**config.mk**
```make
export PLATFORM = sky130hd
export DESIGN_NAME = raw_block_exponent_decompressor_core
export DESIGN_NICKNAME = d
export VERILOG_FILES = /design/src/rtl/core/rbed_pkg.sv /design/src/rtl/core/raw_block_exponent_decompressor_core.sv /design/src/rtl/core/rbed_decode.sv /design/src/rtl/core/rbed_emit.sv
export SDC_FILE = /design/constraint.sdc
export NUM_CORES = 1
export LEC_CHECK = 0
export ABC_AREA = 1
export BUFFER_PORTS_ARGS = -buffer_cell sky130_fd_sc_hd__buf_4
export CAP_MARGIN = 20
export CORE_MARGIN = 5
export CORE_UTILIZATION = 33
export CTS_CLUSTER_DIAMETER = 30
export CTS_CLUSTER_SIZE = 28
export DETAILED_ROUTE_END_ITERATION = 12
export PLACE_DENSITY = 0.46
export SKIP_LAST_GASP = 1
export SLEW_MARGIN = 20
export SYNTH_ARGS = -nofsm -noshare
export SYNTH_HDL_FRONTEND = slang
export SYNTH_SLANG_ARGS = --single-unit
```
**constraint.sdc**
```tcl
create_clock -name i_clk -period 8.3 [get_ports i_clk]
set_clock_uncertainty 0.15 [all_clocks]
set_input_delay 0.415 -clock i_clk [delete_from_list [all_inputs] [get_ports i_clk]]
set_output_delay 0.415 -clock i_clk [all_outputs]
set_load 0.005 [all_outputs]
```
**src/rtl/core/rbed_pkg.sv**
```systemverilog
// shared types and constants of the raw block exponent decompressor
`default_nettype none

package rbed_pkg;

    // field widths of the compressed stream
    localparam int unsigned EXP_BITS  = 3;
    localparam int unsigned MANT_BITS = 6;
    localparam int unsigned BYTE_W    = 8;

    // bit buffer holds at most 13 unconsumed bits plus headroom
    localparam int unsigned BUF_W = 15;
    localparam int unsigned CNT_W = 4;

    // pixel and octet geometry
    localparam int unsigned PIX_W     = 14;
    localparam int unsigned OCTET_N   = 8;
    localparam int unsigned SLOT_W    = 3;
    localparam int unsigned OCT_IDX_W = 2;
    localparam int unsigned POS_W     = 5;
    localparam int unsigned FIDX_W    = 3;

    // field index codes
    localparam logic [FIDX_W-1:0] FIDX_EXP      = 3'd0;
    localparam logic [FIDX_W-1:0] FIDX_MANT_FST = 3'd1;
    localparam logic [FIDX_W-1:0] FIDX_MANT_LST = 3'd4;

    // completed octet handed from the decoder to the emitter
    typedef struct packed {
        logic                                 valid;
        logic [OCT_IDX_W-1:0]                 octet;
        logic [OCTET_N-1:0][PIX_W-1:0]        pixels;
    } t_octet;

endpackage

`default_nettype wire

```
**src/rtl/core/raw_block_exponent_decompressor_core.sv**
```systemverilog
// top level of the raw block exponent decompressor
//
// channel  dir  payload                                      end marker
// s        in   tdata[7:0] code byte, lsb read first         -
// m        out  tdata[13:0] pixel value, [18:14] position    tlast on position 31
//
// up to one byte is taken per cycle; 27 bytes give 32 pixels in groups of eight
// pixels leave at one per cycle from an octet buffer while the sink is ready;
// the buffer accepts a new octet only after its last pixel has moved out
// the byte register holds while an octet completes and the buffer is still full
// reset is synchronous and active low and restarts at a block boundary
// a stalled output keeps its pixel; input stalls only through the octet buffer
`default_nettype none

module raw_block_exponent_decompressor_core
    import rbed_pkg::*;
(
    input  wire logic        i_clk,
    input  wire logic        i_rst_n,
    input  wire logic        i_s_tvalid,
    output logic             o_s_tready,
    input  wire logic [7:0]  i_s_tdata,   // [7:0] code_byte
    output logic             o_m_tvalid,
    input  wire logic        i_m_tready,
    output logic [23:0]      o_m_tdata,   // [13:0] pixel_value, [18:14] pixel_position
    output logic             o_m_tlast    // block_end
);

    t_octet           octet;
    logic             emit_busy;
    logic [PIX_W-1:0] pixel_value;
    logic [POS_W-1:0] pixel_position;

    // byte unpacking and octet assembly
    rbed_decode u_decode (
        .i_clk       (i_clk),
        .i_rst_n     (i_rst_n),
        .i_s_tvalid  (i_s_tvalid),
        .o_s_tready  (o_s_tready),
        .i_s_tdata   (i_s_tdata),
        .i_emit_busy (emit_busy),
        .o_octet     (octet)
    );

    // pixel serialization
    rbed_emit u_emit (
        .i_clk            (i_clk),
        .i_rst_n          (i_rst_n),
        .i_octet          (octet),
        .o_busy           (emit_busy),
        .o_m_tvalid       (o_m_tvalid),
        .i_m_tready       (i_m_tready),
        .o_pixel_value    (pixel_value),
        .o_pixel_position (pixel_position),
        .o_block_end      (o_m_tlast)
    );

    assign o_m_tdata = {5'b0, pixel_position, pixel_value};

endmodule

`default_nettype wire

```
**src/rtl/core/rbed_decode.sv**
```systemverilog
// input register, bit unpacker and octet assembly
`default_nettype none

module rbed_decode
    import rbed_pkg::*;
(
    input  wire logic              i_clk,
    input  wire logic              i_rst_n,
    input  wire logic              i_s_tvalid,
    output logic                   o_s_tready,
    input  wire logic [BYTE_W-1:0] i_s_tdata,
    input  wire logic              i_emit_busy,
    output t_octet                 o_octet
);

    // input register
    logic              r_in_valid;
    logic [BYTE_W-1:0] r_in_byte;

    // decoder state
    logic [BUF_W-1:0]              r_bit_buffer, n_bit_buffer;
    logic [CNT_W-1:0]              r_bit_count, n_bit_count;
    logic [EXP_BITS-1:0]           r_exp, n_exp;
    logic [FIDX_W-1:0]             r_fidx, n_fidx;
    logic                          r_odd, n_odd;
    logic [OCT_IDX_W-1:0]          r_octet_idx, n_octet_idx;
    logic [OCTET_N-1:0][PIX_W-1:0] r_pixels, n_pixels;
    logic                          n_done;
    logic                          dec_fire;

    // unpack up to two fields per byte; three never fit in 13 bits
    always_comb begin
        logic                 want_exp;
        logic [CNT_W-1:0]     need;
        logic [MANT_BITS-1:0] val;
        logic [SLOT_W-1:0]    slot;
        logic [FIDX_W-1:0]    fm1;
        logic [PIX_W-1:0]     wide_val;
        logic [CNT_W-1:0]     shamt;

        want_exp     = 1'b0;
        need         = '0;
        val          = '0;
        slot         = '0;
        fm1          = '0;
        wide_val     = '0;
        shamt        = '0;
        n_bit_buffer = BUF_W'(({{(BUF_W-BYTE_W){1'b0}}, r_in_byte} << r_bit_count)
                              | r_bit_buffer);
        n_bit_count  = r_bit_count + CNT_W'(BYTE_W);
        n_exp        = r_exp;
        n_fidx       = r_fidx;
        n_odd        = r_odd;
        n_octet_idx  = r_octet_idx;
        n_pixels     = r_pixels;
        n_done       = 1'b0;

        for (int k = 0; k < 2; k++) begin
            want_exp = (n_fidx == FIDX_EXP) || (n_fidx > FIDX_MANT_LST);
            need     = want_exp ? CNT_W'(EXP_BITS) : CNT_W'(MANT_BITS);
            if (n_bit_count >= need) begin
                val = want_exp ? {{(MANT_BITS-EXP_BITS){1'b0}}, n_bit_buffer[EXP_BITS-1:0]}
                               : n_bit_buffer[MANT_BITS-1:0];
                n_bit_buffer = n_bit_buffer >> need;
                n_bit_count  = n_bit_count - need;
                if (want_exp) begin
                    n_exp  = val[EXP_BITS-1:0];
                    n_fidx = FIDX_MANT_FST;
                end else begin
                    // first group on even slots, second on odd slots
                    fm1      = n_fidx - FIDX_MANT_FST;
                    slot     = {fm1[1:0], n_odd};
                    wide_val = {{(PIX_W-MANT_BITS){1'b0}}, val};
                    shamt    = {1'b0, n_exp} + 4'd1;
                    n_pixels[slot] = wide_val << shamt;
                    if (n_fidx < FIDX_MANT_LST) begin
                        n_fidx = n_fidx + 3'd1;
                    end else begin
                        n_fidx = FIDX_EXP;
                        if (!n_odd) begin
                            n_odd = 1'b1;
                        end else begin
                            n_odd       = 1'b0;
                            n_done      = 1'b1;
                            n_octet_idx = r_octet_idx + 2'd1;
                        end
                    end
                end
            end
        end
    end

    // hold the byte while a finished octet cannot be handed over
    assign dec_fire   = r_in_valid && !(n_done && i_emit_busy);
    assign o_s_tready = !r_in_valid || dec_fire;

    // octet handoff, taken by the emitter in the same cycle
    assign o_octet.valid  = dec_fire && n_done;
    assign o_octet.octet  = r_octet_idx;
    assign o_octet.pixels = n_pixels;

    // input register and decoder state
    always_ff @(posedge i_clk) begin
        if (!i_rst_n) begin
            r_in_valid   <= 1'b0;
            r_bit_buffer <= '0;
            r_bit_count  <= '0;
            r_exp        <= '0;
            r_fidx       <= FIDX_EXP;
            r_odd        <= 1'b0;
            r_octet_idx  <= '0;
        end else begin
            if (o_s_tready) begin
                r_in_valid <= i_s_tvalid;
            end
            if (dec_fire) begin
                r_bit_buffer <= n_bit_buffer;
                r_bit_count  <= n_bit_count;
                r_exp        <= n_exp;
                r_fidx       <= n_fidx;
                r_odd        <= n_odd;
                r_octet_idx  <= n_octet_idx;
            end
        end
    end

    // payload registers
    always_ff @(posedge i_clk) begin
        if (o_s_tready && i_s_tvalid) begin
            r_in_byte <= i_s_tdata;
        end
        if (dec_fire) begin
            r_pixels <= n_pixels;
        end
    end

endmodule

`default_nettype wire

```
**src/rtl/core/rbed_emit.sv**
```systemverilog
// octet buffer and pixel output register
`default_nettype none

module rbed_emit
    import rbed_pkg::*;
(
    input  wire logic         i_clk,
    input  wire logic         i_rst_n,
    input  wire t_octet       i_octet,
    output logic              o_busy,
    output logic              o_m_tvalid,
    input  wire logic         i_m_tready,
    output logic [PIX_W-1:0]  o_pixel_value,
    output logic [POS_W-1:0]  o_pixel_position,
    output logic              o_block_end
);

    logic                          r_busy;
    logic [SLOT_W-1:0]             r_cnt;
    logic [OCT_IDX_W-1:0]          r_octet;
    logic [OCTET_N-1:0][PIX_W-1:0] r_pix;
    logic                          r_out_valid;
    logic [PIX_W-1:0]              r_out_value;
    logic [POS_W-1:0]              r_out_pos;
    logic                          r_out_last;
    logic                          move;
    logic [POS_W-1:0]              pos;

    assign pos  = {r_octet, r_cnt};
    assign move = r_busy && (!r_out_valid || i_m_tready);

    // control: buffer occupancy, pixel counter, output valid
    always_ff @(posedge i_clk) begin
        if (!i_rst_n) begin
            r_busy      <= 1'b0;
            r_cnt       <= '0;
            r_out_valid <= 1'b0;
        end else begin
            if (i_octet.valid) begin
                r_busy <= 1'b1;
                r_cnt  <= '0;
            end else if (move) begin
                r_cnt <= r_cnt + 3'd1;
                if (r_cnt == SLOT_W'(OCTET_N - 1)) begin
                    r_busy <= 1'b0;
                end
            end
            if (move) begin
                r_out_valid <= 1'b1;
            end else if (i_m_tready) begin
                r_out_valid <= 1'b0;
            end
        end
    end

    // payload: octet copy and output pixel
    always_ff @(posedge i_clk) begin
        if (i_octet.valid) begin
            r_pix   <= i_octet.pixels;
            r_octet <= i_octet.octet;
        end
        if (move) begin
            r_out_value <= r_pix[r_cnt];
            r_out_pos   <= pos;
            r_out_last  <= &pos;
        end
    end

    assign o_busy           = r_busy;
    assign o_m_tvalid       = r_out_valid;
    assign o_pixel_value    = r_out_value;
    assign o_pixel_position = r_out_pos;
    assign o_block_end      = r_out_last;

endmodule

`default_nettype wire

```
## Yosys cells after proc, flatten, opt, wreduce, memory -nomap -nowiden

Cells that the tools add are included.

| storage, ports and cells | value |
|---|---|
| register bits after elaboration | 288 |
| input bits | 12 |
| output and inout bits | 27 |
| word-level logic and storage cells | 142 |

| operators by class | value |
|---|---|
| add/subtract/negate cells | 11 |
| order comparisons | 11 |
| equal/unequal tests | 1 |
| shift operators | 5 |
| mux-type cells | 59 |
| bitwise logic cells | 2 |
| reduce and logical (&&, ||, !) cells | 22 |

Operators with widths:

| operator | number |
|---|---|
| two-way mux 112 bit | 4 |
| bitwise mux 112 bit | 2 |
| demux 14 bit (select 3 bit) | 2 |
| binary-select mux 14 bit (select 3 bit) | 1 |
| two-way mux 14 bit | 3 |
| two-way mux 3 bit | 12 |
| two-way mux 15 bit | 2 |
| >> shifter 15 x 4 -> 15 bit | 2 |
| << shifter 6 x 4 -> 14 bit | 2 |
| two-way mux 1 bit | 21 |
| two-way mux 2 bit | 8 |
| OR 15 bit | 1 |
| << shifter 8 x 4 -> 15 bit | 1 |
| < comparator 3 x 4 -> 1 bit, second input constant | 3 |
| two-way mux 6 bit | 2 |
| adder 3 x 1 -> 3 bit, second input constant | 3 |
| adder 3 x 1 -> 4 bit, second input constant | 2 |
| greater-or-equal comparator 4 bit | 2 |
| two-way mux 4 bit | 2 |
| subtractor 4 bit | 2 |
| logical AND 1 bit | 7 |
| greater-or-equal comparator 3 x 1 -> 1 bit, second input constant | 2 |
| greater-than comparator 3 bit, second input constant | 2 |
| zero test 3 bit | 2 |
| 12 further kinds | 21 |

## Depth between registers and ports, before layout

Gate-level depths: netlist (run 1).

| logic depth | value |
|---|---|
| word-level depth | 16 |
| gate-level depth with buffers | 37 |

## Modules after synthesis

From an unflattened synthesis (run 1), not the netlist that was laid out.

| second synthesis, totals | value |
|---|---|
| cells, all modules | 1780 |
| area, all modules | 15224.6 µm² |

By module, submodules not included:

| module | instances | cells each | area each (µm²) | seq. area each (µm²) |
|---|---|---|---|---|
| rbed_decode | 1 | 1238 | 9420.3 | 4184.0 |
| rbed_emit | 1 | 536 | 5763.0 | 4124.0 |
| raw_block_exponent_decompressor_core | 1 | 6 | 41.3 | 0.0 |

## Worst setup path before layout (run 1)

OpenSTA, ideal clock, no wires.

| path | value |
|---|---|
| kind | reg-to-reg |
| start point | register u_decode.r_fidx[0] |
| end point | register u_emit.r_octet[0], enable pin |
| arrival | 6437 ps |
| slack | 1246 ps |
| stages on the path, launching flop included | 34 |
| path through | dfxtp_1 inv_1 ha_1 nand2_1 inv_1 nor2_4 ha_1 inv_1 ha_1 nand2_1 nand3_1 nor2_4 inv_2 clkbuf_1 o21ai_0 inv_1 ha_1 nand2_1 nand2_2 inv_2 ha_1 inv_1 ha_1 nand3_1 nand3_2 nor2_4 inv_2 nand2_2 nand2_2 nand2_2 nand2_4 inv_4 nand2_1 inv_1 |

RTL lines:

| element | line | text |
|---|---|---|
| from (decl) | rbed_decode.sv:24 | `logic [FIDX_W-1:0] r_fidx, n_fidx;` |
| from (signal assigned) | rbed_decode.sv:120 | `r_fidx <= n_fidx;` |
| to (signal assigned) | rbed_emit.sv:60 | `r_octet <= i_octet.octet;` |
| to (decl) | rbed_emit.sv:20 | `logic [OCT_IDX_W-1:0] r_octet;` |

==> qor.yml, run 1 <==
run_status:
  status: "finished, final reports clean"
sta:
  fin_crit_sh_pct: 82.5
  hold_violations: 0
  tightestPinTransition_ns: 1.06
  slew_headroom_pct: 29.5
  setup_tns_ns: 0
  final_max_slew_viol_count: 0
  setup_viol: 0
  rsz0062_at_grt: "false"
  fmax_mhz: 146
  fin_crit_ns: 6.85
  fin_ws_ns: 1.45
pwr:
  p_leak_uw: 0.00697
  power.density_nw_per_um2: 433
  ir_worst_vdd_mv: 0.233
synth:
  synthCells: 1644
  yosysWarnings: 0
  synth_top_area_cell: "edfxtp_1"
  avgSynthCellArea_um2: 8.97
  yosys.cell_types.count: 45
  synth_area_leaders: "edfxtp_1 (52%), nand2_1 (9.1%), o21ai_0 (6.4%)"
  syn_area_um2: 14700
  netlist.area_leader.share_pct: 51.7
  ys_ff_latch: 288
  yosysSeqAreaShare_pct: 56.3
cells_and_area:
  fillCellCount: 4391
  diodes: 0
  drive_gt1_share_pct: 12.5
  num-nets-final: 1737
  area_growth_pct: 22.9
  stdcell_area_um2: 18100
detailed_routing:
  drtPass1Iterations: 6
  drt_iter0_drc: 1101
  drtAntennaViolNets: 0
  drc_errors: 0
  wl_mm: 48.8
  vias_per_cell: 5.17
  vias: 12100
  drt-wirelength-per-cell_um: 20.8
grt:
  grtUsageTotal_pct: 19.5
  grt_pass1_vias: 11900
  grt_pass1_wl_mm: 74.4
  grt_max_degree: 136
  antenna_found_initial: 0
  grt_overflow: 0
setup_path:
  end_kind: "flip-flop"
  path_buf_inv: 10
  reg2reg_depth: 33
  path_max_fanout: 43
  cpPeakStageDelay_ns: 0.44
  cp_top_family: "simple AND/OR/NAND/NOR gates"
  reg2reg_setup_slack_ns: 1.45
  critical_path.endpoint: "u_emit.r_pix[61]$_DFFE_PP_"
  r2r_start: "u_decode.r_fidx[0]$_SDFFE_PN0N_"
  crit_start: "u_decode.r_fidx[0]$_SDFFE_PN0N_"
  cp.required_ns: 8.40
  start_kind: "flip-flop"
  rr_endpoint: "u_emit.r_pix[61]$_DFFE_PP_"
  cpMostUsedCell: "ha_1"
  slowest_stage: "nor2_2"
  crit_arrival_ns: 6.94
  path_class: "flip-flop to flip-flop"
  cp.depth: 33
clock_tree:
  tritoncts: "done"
  numCtsBuffers: 75
  clkSinkCount: 288
  postCtsResizedCells: 0
  cts_root_buf: "clkbuf_16"
  clkTransAtPathRegs_ns: 0.04
  htreeDepth: 3
  ctsLongestPathBuffers: 3
  clk_latency_ns: 0.58
floorplan:
  die_h_um: 221
  dieArea_um2: 49000
  start_util_pct: 33.4
  die_x_um: 221
  core_area_um2: 44200
  pin_count: 39
  rows: 77
placement:
  place_congestion: 0.860
  placed_area_um2: 15600
  dp.final_hpwl_mm: 30.3
  dp_worst_setup_slack_ns: 1.50
  portBuffers: 33
min_path:
  hp-class: "input port to flip-flop"
run:
  maxCapViolations: 0
## synth_stat cells (all sizes together)
library cell,instances
nand2,367
nand4,9
nor3,6
a21oi,63
o211ai,36
o21ai,232
o221ai,2
a22oi,2
nand3b,3
inv,135
a21boi,1
conb,1
xnor2,2
o22ai,21
clkbuf,52
o21a,1
dfxtp,34
and3,1
xor2,2
nor2,202
edfxtp,254
or2,2
clkinv,1
buf,30
a31oi,14
ha,21
o21bai,12
mux2i,2
nand3,136
## flip-flops by register name, summed over array words and instances (netlist names)
| register | flops |
|---|---|
| u_emit.o_pixel_position | 5 |
| u_emit.o_block_end | 1 |
| u_decode.r_fidx | 3 |
| u_decode.r_in_byte | 8 |
| u_emit.o_busy | 1 |
| u_decode.r_bit_buffer | 15 |
| u_emit.o_m_tvalid | 1 |
| u_decode.r_octet_idx | 2 |
| u_emit.r_pix | 112 |
| u_emit.r_cnt | 3 |
| u_decode.r_odd | 1 |
| u_decode.r_pixels | 112 |
| u_decode.r_bit_count | 4 |
| u_decode.r_exp | 3 |
| u_emit.r_octet | 2 |
| u_decode.r_in_valid | 1 |
| u_emit.o_pixel_value | 14 |
## through the flow
stage	total power, uW	hold slack [ns]	util [%]	cells
5_1_grt	8280	0.0851	41.0	2350
3_3_place_gp	4970	0.298	35.2	2209
2_1_floorplan	4000	0.276	-	1648
6_report	7840	0.0893	41.0	2350
4_1_cts	7860	0.0647	41.0	2350
3_5_place_dp	4980	0.305	35.2	2209
## area by class of cell
class | instances | area (um2) | area share (%)
multi-input cells | 1142 | 5570 | 30.7
flip-flops and latches | 288 | 8310 | 45.9
clock buffers | 88 | 1970 | 10.9
clock inverters | 43 | 499 | 2.75
well taps | 592 | 741 | 4.09
repair buffers | 61 | 520 | 2.87
inverters | 136 | 515 | 2.84
## cell usage in the layout, fill, tap and decap left out, drive strengths merged
cell type / n
a21boi: 1
a21oi: 63
a22oi: 2
a31oi: 14
and3: 1
buf: 51
bufinv: 10
clkbuf: 88
clkinv: 29
clkinvlp: 7
conb: 5
dfxtp: 34
dlygate4sd3: 10
edfxtp: 254
ha: 21
inv: 133
mux2i: 2
nand2: 367
nand3: 136
nand3b: 3
nand4: 9
nor2: 202
nor3: 6
o211ai: 36
o21a: 1
o21ai: 232
o21bai: 12
o221ai: 2
o22ai: 21
or2: 2
xnor2: 2
xor2: 2
## power breakdown
group | switching, uW | internal (uW)
Clock | 861 | 1980
Sequential | 59.2 | 1900
Combinational | 2320 | 733
Total | 3240 | 4610
## tightest hold or removal path, cell delays in order
cell and delay, ns:
buf_4 0.20, nand2_1 0.10, nor2_1 0.04
## layer usage
metal / vias to the layer above / global-route usage, % / wire (um)
li1: 5832 / - / -
met1: 5838 / 26.1 / 21800
met2: 374 / 32.2 / 23000
met3: 103 / 3.60 / 2760
met4: 0 / 6.54 / 1180
met5: - / 0 / 0
## kinds of logic (layout without fill, tap and decap cells)
family	after synthesis	after routing	share of synthesized area, %
adder cells (fa/ha/maj)	21	21	1.78
AO/OA/AOI/OAI	384	384	14.4
multiplexers	2	2	0.136
flip-flops	288	288	56.3
XOR/XNOR	4	4	0.365
buffers and inverters	218	328	6.05
other	1	5	0.0254
AND/OR/NAND/NOR	726	726	20.9
## repair_timing
action / in CTS / in global routing
endpoints found under the hold margin: 10 / 0
hold buffers: 10 / 0
setup buffers: 0 / 0
## worst min path at each step
stage	cells after the start	from	to
finish	3	i_rst_n	u_decode.r_octet_idx[1]$_SDFFE_PN0N_
global route	3	i_rst_n	u_decode.r_octet_idx[1]$_SDFFE_PN0N_
CTS	3	i_rst_n	u_decode.r_fidx[2]$_SDFFE_PN0N_
detailed placement	0	u_emit.r_octet[0]$_DFFE_PP_	u_emit.o_pixel_position[3]$_DFFE_PP_
global placement	0	u_decode.r_octet_idx[1]$_SDFFE_PN0N_	u_emit.r_octet[1]$_DFFE_PP_
floorplan	0	u_emit.r_octet[1]$_DFFE_PP_	u_emit.o_pixel_position[4]$_DFFE_PP_
No activity file was read; power rests on OpenSTA's default activity.
==> run 2: changes to the inputs <==
--- a/config.mk
+++ b/config.mk
@@ -13,7 +13,7 @@
 export CTS_CLUSTER_DIAMETER = 30
 export CTS_CLUSTER_SIZE = 28
 export DETAILED_ROUTE_END_ITERATION = 12
-export PLACE_DENSITY = 0.46
+export PLACE_DENSITY = 0.47
 export SKIP_LAST_GASP = 1
 export SLEW_MARGIN = 20
 export SYNTH_ARGS = -nofsm -noshare
==> constraint.sdc (replaced) <==
create_clock -name i_clk -period 5.94 [get_ports i_clk]
set_clock_uncertainty 0.15 [all_clocks]
set_input_delay 0.297 -clock i_clk [delete_from_list [all_inputs] [get_ports i_clk]]
set_output_delay 0.297 -clock i_clk [all_outputs]
set_load 0.005 [all_outputs]
==> qor.yml, run 2 (synthesis gave the netlist of run 1 again) <==
run_status:
  status: "finished, final reports clean"
setup_path:
  path_buf_inv: 9  # -1
  path_class: "flip-flop to flip-flop"
  crit_arrival_ns: 5.61  # -1.33 ns
  cp_top_family: "simple AND/OR/NAND/NOR gates"
  slowest_stage: "dfxtp_2"
  cp.required_ns: 6.08  # -2.32 ns
  start_kind: "flip-flop"
  end_kind: "flip-flop"
  cpPeakStageDelay_ns: 0.37  # -0.07 ns
  path_max_fanout: 15  # -65%
pwr:
  power.density_nw_per_um2: 616  # +42%
  ir_worst_vdd_mv: 0.291  # +25%
  power_uw: 11500  # +46%
  p_leak_uw: 0.00719  # +3.2%
clock_tree:
  cts_setup_buffers: 0  # unchanged
  clkTransAtPathRegs_ns: 0.04  # about the same
  ctsLongestPathBuffers: 3  # unchanged
  cts_root_buf: "clkbuf_16"
  tritoncts: "done"
  htreeDepth: 3  # unchanged
  numCtsBuffers: 80  # +6.7%
  clkSinkCount: 288  # unchanged
  clk_latency_ns: 0.58  # about the same
floorplan:
  die_x_um: 221  # unchanged
  die_h_um: 221  # unchanged
  core_area_um2: 44200  # unchanged
  dieArea_um2: 49000  # unchanged
  pin_count: 39  # unchanged
  rows: 77  # unchanged
  start_util_pct: 33.4  # unchanged
cells_and_area:
  layout_common_cells: "nand2_1 (353), edfxtp_1 (254), nor2_1 (188), o21ai_0 (187), nand3_1 (130)"
  register_area_um2: 8310  # about the same
  num-nets-final: 1758  # +1.2%
  fillCellCount: 4300  # -2.1%
  stdcell_area_um2: 18600  # +2.8%
  top_regs: "u_decode.r_pixels: 112 flops, u_emit.r_pix: 112 flops, u_decode.r_bit_buffer: 15 flops"
  diodes: 0  # unchanged
  multi_input_area_um2: 5670  # +1.8%
  final_common_cell: "nand2_1"
  area_growth_pct: 26.2
  drive_gt1_share_pct: 14.2  # +1.6 points
detailed_routing:
  drt_iter0_drc: 1178  # +7.0%
  drtPass1Iterations: 6  # unchanged
  vias_per_cell: 5.20  # +0.64%
  vias: 12400  # +1.9%
  drt-wirelength-per-cell_um: 20.7  # -0.12%
  wl_mm: 49.3  # +1.1%
  drc_errors: 0  # unchanged
  drtAntennaViolNets: 0  # unchanged
sta:
  setup_tns_ns: 0  # unchanged
  fmax_mhz: 183  # +25%
  rsz0062_at_grt: "false"
  slew_headroom_pct: 26.5  # -3.0 points
  tightestPinTransition_ns: 1.10  # +0.0397 ns
  setup_viol: 0  # unchanged
  final_max_slew_viol_count: 0  # unchanged
  hold_violations: 0  # unchanged
  fin_crit_ns: 5.47  # -1.38 ns
  fin_crit_sh_pct: 92.1  # +9.6 points
grt:
  grtUsageTotal_pct: 19.7  # +0.15 points
  grt_pass1_vias: 12100  # +1.5%
  grt_pass1_wl_mm: 74.9  # +0.73%
  grt_overflow: 0  # unchanged
  antenna_found_initial: 0  # unchanged
  grt_max_degree: 136  # unchanged
placement:
  portBuffers: 33  # unchanged
  placed_area_um2: 15800  # +1.6%
  place_congestion: 0.849  # -1.3%
  dp.final_hpwl_mm: 31.1  # +2.8%
min_path:
  hp-class: "input port to flip-flop"
run:
  maxCapViolations: 0  # unchanged
run 2: cell count changes in the layout (fill, tap and decap cells not counted), moves of 6 or more:
cell	delta
buf_4	+13
clkbuf_1	+7
clkbuf_16	+7
clkinv_1	+6
run 2: final cells by class:
class                   count  area share [%]
flip-flops and latches    288            44.6
multi-input cells        1142            30.4
clock buffers             103            11.7
well taps                 592            3.98
repair buffers             77            3.59
clock inverters            41            2.84
inverters                 136            2.80
run 2: worst paths after layout:
path	depth (start not counted)	slack (ns)	from	endpoint
worst max-delay path	29	0.47	u_decode.r_fidx[0]$_SDFFE_PN0N_	u_emit.r_pix[100]$_DFFE_PP_
worst min-delay path	2	0.28	i_s_tdata[4]	u_decode.r_in_byte[4]$_DFFE_PP_
worst max register to register	29	0.47	u_decode.r_fidx[0]$_SDFFE_PN0N_	u_emit.r_pix[100]$_DFFE_PP_
worst min register to register	0	0.30	u_emit.r_octet[0]$_DFFE_PP_	u_emit.o_pixel_position[3]$_DFFE_PP_
run 2: power by group:
| group | leakage (uW) | internal, uW | switching [uW] | total [uW] |
|---|---|---|---|---|
| Sequential | 0.00262 | 2650 | 87.8 | 2740 |
| Combinational | 0.00324 | 1090 | 3300 | 4400 |
| Clock | 0.00133 | 3110 | 1230 | 4340 |
| Total | 0.00719 | 6850 | 4620 | 11500 |
run 2: stage by stage:
| stage | cells | util, % | hold WS [ns] | setup WS, ns |
|---|---|---|---|---|
| floorplan | 1648 | - | 0.246 | 0.00443 |
| global placement | 2224 | 35.7 | 0.300 | 0.551 |
| detailed placement | 2224 | 35.7 | 0.293 | 0.367 |
| CTS | 2379 | 42.1 | 0.252 | 0.350 |
| global route | 2379 | 42.1 | 0.282 | 0.0368 |
| finish | 2379 | 42.1 | 0.279 | 0.470 |
run 2: per-layer routing:
| layer | part of all wire (%) | vias up | routed length [um] | track usage, % |
|---|---|---|---|---|
| li1 | - | 5870 | - | - |
| met1 | 43 | 5961 | 21200 | 25.6 |
| met4 | 2.9 | 0 | 1450 | 7.52 |
| met3 | 6.9 | 84 | 3400 | 3.92 |
| met2 | 47 | 461 | 23300 | 32.6 |
| met5 | 0 | - | 0 | 0 |
run 2: worst reg2reg max path, delay by kind of cell, from the launching register on:
kind,cells,cell delay (ns)
buf+inv,9,1.18
compound gates,2,0.55
simple gates,13,1.94
fa+ha+maj,5,0.99
flops,1,0.37
run 2: what timing repair did:
item / CTS / global route
gates resized for setup: 0 / 1
hold buffers: 11 / 0
endpoints found under the hold margin: 33 / 0
setup endpoints to repair: 0 / 14
==> run 3: changes to the inputs <==
--- a/config.mk
+++ b/config.mk
@@ -9,11 +9,11 @@
 export BUFFER_PORTS_ARGS = -buffer_cell sky130_fd_sc_hd__buf_4
 export CAP_MARGIN = 20
 export CORE_MARGIN = 5
-export CORE_UTILIZATION = 33
+export CORE_UTILIZATION = 57
 export CTS_CLUSTER_DIAMETER = 30
 export CTS_CLUSTER_SIZE = 28
 export DETAILED_ROUTE_END_ITERATION = 12
-export PLACE_DENSITY = 0.47
+export PLACE_DENSITY = 0.75
 export SKIP_LAST_GASP = 1
 export SLEW_MARGIN = 20
 export SYNTH_ARGS = -nofsm -noshare
==> qor.yml, run 3 (synthesis gave the netlist of run 1 again) <==
run_status:
  status: "finished, final reports clean"
setup_path:
  slowest_stage: "dfxtp_2"
  path_buf_inv: 9  # unchanged
  path_max_fanout: 14  # -1
  crit_arrival_ns: 5.04  # -0.57 ns
  cpPeakStageDelay_ns: 0.38  # about the same
  r2r_start: "u_decode.r_fidx[0]$_SDFFE_PN0N_"
  reg2reg_setup_slack_ns: 0.52  # +0.05 ns
  cp.required_ns: 5.49  # -0.59 ns
  start_kind: "flip-flop"
  reg2reg_depth: 30  # +3.4%
  cpMostUsedCell: "inv_2"
  end_kind: "primary output"
  cp_top_family: "simple AND/OR/NAND/NOR gates"
  rr_endpoint: "u_decode.r_pixels[49]$_DFFE_PN_"
  path_class: "flip-flop to primary output"
floorplan:
  die_h_um: 171  # -23%
  die_x_um: 171  # -23%
  rows: 58  # -25%
  core_area_um2: 25300  # -43%
  pin_count: 39  # unchanged
  start_util_pct: 58.2  # +25 points
  dieArea_um2: 29200  # -40%
sta:
  fmax_mhz: 182  # -0.23%
  setup_viol: 0  # unchanged
  rsz0062_at_grt: "false"
  tightestPinTransition_ns: 0.932  # -0.163 ns
  hold_violations: 0  # unchanged
  slew_headroom_pct: 37.8  # +11 points
  final_max_slew_viol_count: 0  # unchanged
  fin_crit_sh_pct: 92.3  # +0.21 points
  setup_tns_ns: 0  # unchanged
  fin_crit_ns: 5.48  # +0.0125 ns
grt:
  grt_pass1_wl_mm: 69.0  # -7.9%
  grt_overflow: 0  # unchanged
  grt_max_degree: 78  # -43%
  grtUsageTotal_pct: 30.5  # +11 points
  antenna_found_initial: 0  # unchanged
  grt_pass1_vias: 12500  # +3.3%
min_path:
  hp-class: "input port to flip-flop"
  hold_end: "u_decode.r_in_byte[3]$_DFFE_PP_"
  min_path_cells: 2  # unchanged
  worstHoldStart: "i_s_tdata[3]"
cells_and_area:
  diodes: 0  # unchanged
  area_growth_pct: 19.9
  layout_common_cells: "nand2_1 (354), edfxtp_1 (254), nor2_1 (188), o21ai_0 (187), nand3_1 (130)"
  top_regs: "u_decode.r_pixels: 112 flops, u_emit.r_pix: 112 flops, u_decode.r_bit_buffer: 15 flops"
  num-nets-final: 1738  # -1.1%
  final_common_cell: "nand2_1"
  drive_gt1_share_pct: 13.6  # -0.60 points
clock_tree:
  ctsLongestPathBuffers: 3  # unchanged
  cts_root_buf: "clkbuf_16"
  clkSinkCount: 288  # unchanged
  clkTransAtPathRegs_ns: 0.05  # about the same
  htreeDepth: 2  # -1
  numCtsBuffers: 60  # -25%
  tritoncts: "done"
  clk_latency_ns: 0.58  # about the same
detailed_routing:
  drtPass1Iterations: 7  # +1
  drt_iter0_drc: 1564  # +33%
  drtAntennaViolNets: 0  # unchanged
  drt-wirelength-per-cell_um: 21.5  # +3.7%
  vias: 12800  # +3.3%
  drc_errors: 0  # unchanged
  wl_mm: 44.8  # -9.1%
  vias_per_cell: 6.13  # +18%
pwr:
  power_uw: 10600  # -7.9%
  ir_worst_vdd_mv: 0.488  # +68%
  power.density_nw_per_um2: 597  # -3.1%
  p_leak_uw: 0.00689  # -4.2%
run:
  maxCapViolations: 0  # unchanged
placement:
  dp.final_hpwl_mm: 28.6  # -8.2%
  portBuffers: 33  # unchanged
  place_congestion: 0.922  # +8.6%
[run 3: changes by cell type in the layout (fill, tap and decap cells not counted), sizes merged]
cell      before  now
clkbuf       103   68
clkinvlp       2    7
bufinv        13    9
inv          135  139
clkinv        27   25
[run 3: per-stage QoR]
| step | worst slack (ns) | utilization (%) | cell area, um2 | hold WS (ns) | std cells |
|---|---|---|---|---|---|
| 5_1_grt | 0.144 | 69.8 | 17700 | 0.293 | 2085 |
| 3_5_place_dp | 0.351 | 61.0 | 15400 | 0.294 | 1958 |
| 3_3_place_gp | 0.546 | 60.9 | 15400 | 0.290 | 1957 |
| 6_report | 0.457 | 69.8 | 17700 | 0.293 | 2085 |
| 2_1_floorplan | 0.00443 | - | 14900 | 0.246 | 1648 |
| 4_1_cts | 0.209 | 69.7 | 17700 | 0.274 | 2081 |
[run 3: per-layer routing]
metal / track usage, % / vias up / part of all wire [%]
met3: 7.12 / 155 / 10
li1: - / 5815 / -
met2: 49.0 / 818 / 46
met4: 14.6 / 0 / 4.6
met5: 0 / - / 0
met1: 39.5 / 5994 / 39
[run 3: power breakdown]
group          switching, uW  internal, uW
registers               86.1          2650
logic                   3260          1140
clock network           1130          2290
[run 3: worst max path at each step]
stage / start / endpoint / slack, ns / cells past startpoint
after CTS: u_decode.r_fidx[0]$_SDFFE_PN0N_ / o_s_tready / 0.21 / 29
after floorplan: u_decode.r_fidx[0]$_SDFFE_PN0N_ / u_emit.r_octet[0]$_DFFE_PP_ / 0.004 / 32
final: u_decode.r_fidx[0]$_SDFFE_PN0N_ / o_s_tready / 0.46 / 29
after global placement: u_decode.r_fidx[0]$_SDFFE_PN0N_ / u_emit.r_pix[37]$_DFFE_PP_ / 0.55 / 31
after global routing: u_decode.r_fidx[0]$_SDFFE_PN0N_ / o_s_tready / 0.14 / 29
after detailed placement: u_decode.r_fidx[0]$_SDFFE_PN0N_ / u_emit.r_pix[23]$_DFFE_PP_ / 0.35 / 33
[run 3: final cells by class]
class / instances / area (um2)
fillers: 1893 / 7640
clock buffers: 68 / 1570
clock inverters: 44 / 527
flip-flops and latches: 288 / 8310
multi-input cells: 1142 / 5670
well taps: 330 / 413
repair buffers: 77 / 676
inverters: 136 / 522
[run 3: worst reg2reg max path, delay by kind of cell (launching register included)]
family          cells  cell delay, ns
compound gates      3            0.60
fa+ha+maj           6            1.10
flops               1            0.38
buf+inv             8            0.93
simple gates       13            2.00
[run 3: timing repair]
item / 4_1_cts / 5_1_grt
setup buffers: 0 / 4
hold buffers: 11 / 0
hold endpoints to repair: 35 / 0
setup endpoints to repair: 0 / 208
gates resized for setup: 0 / 1
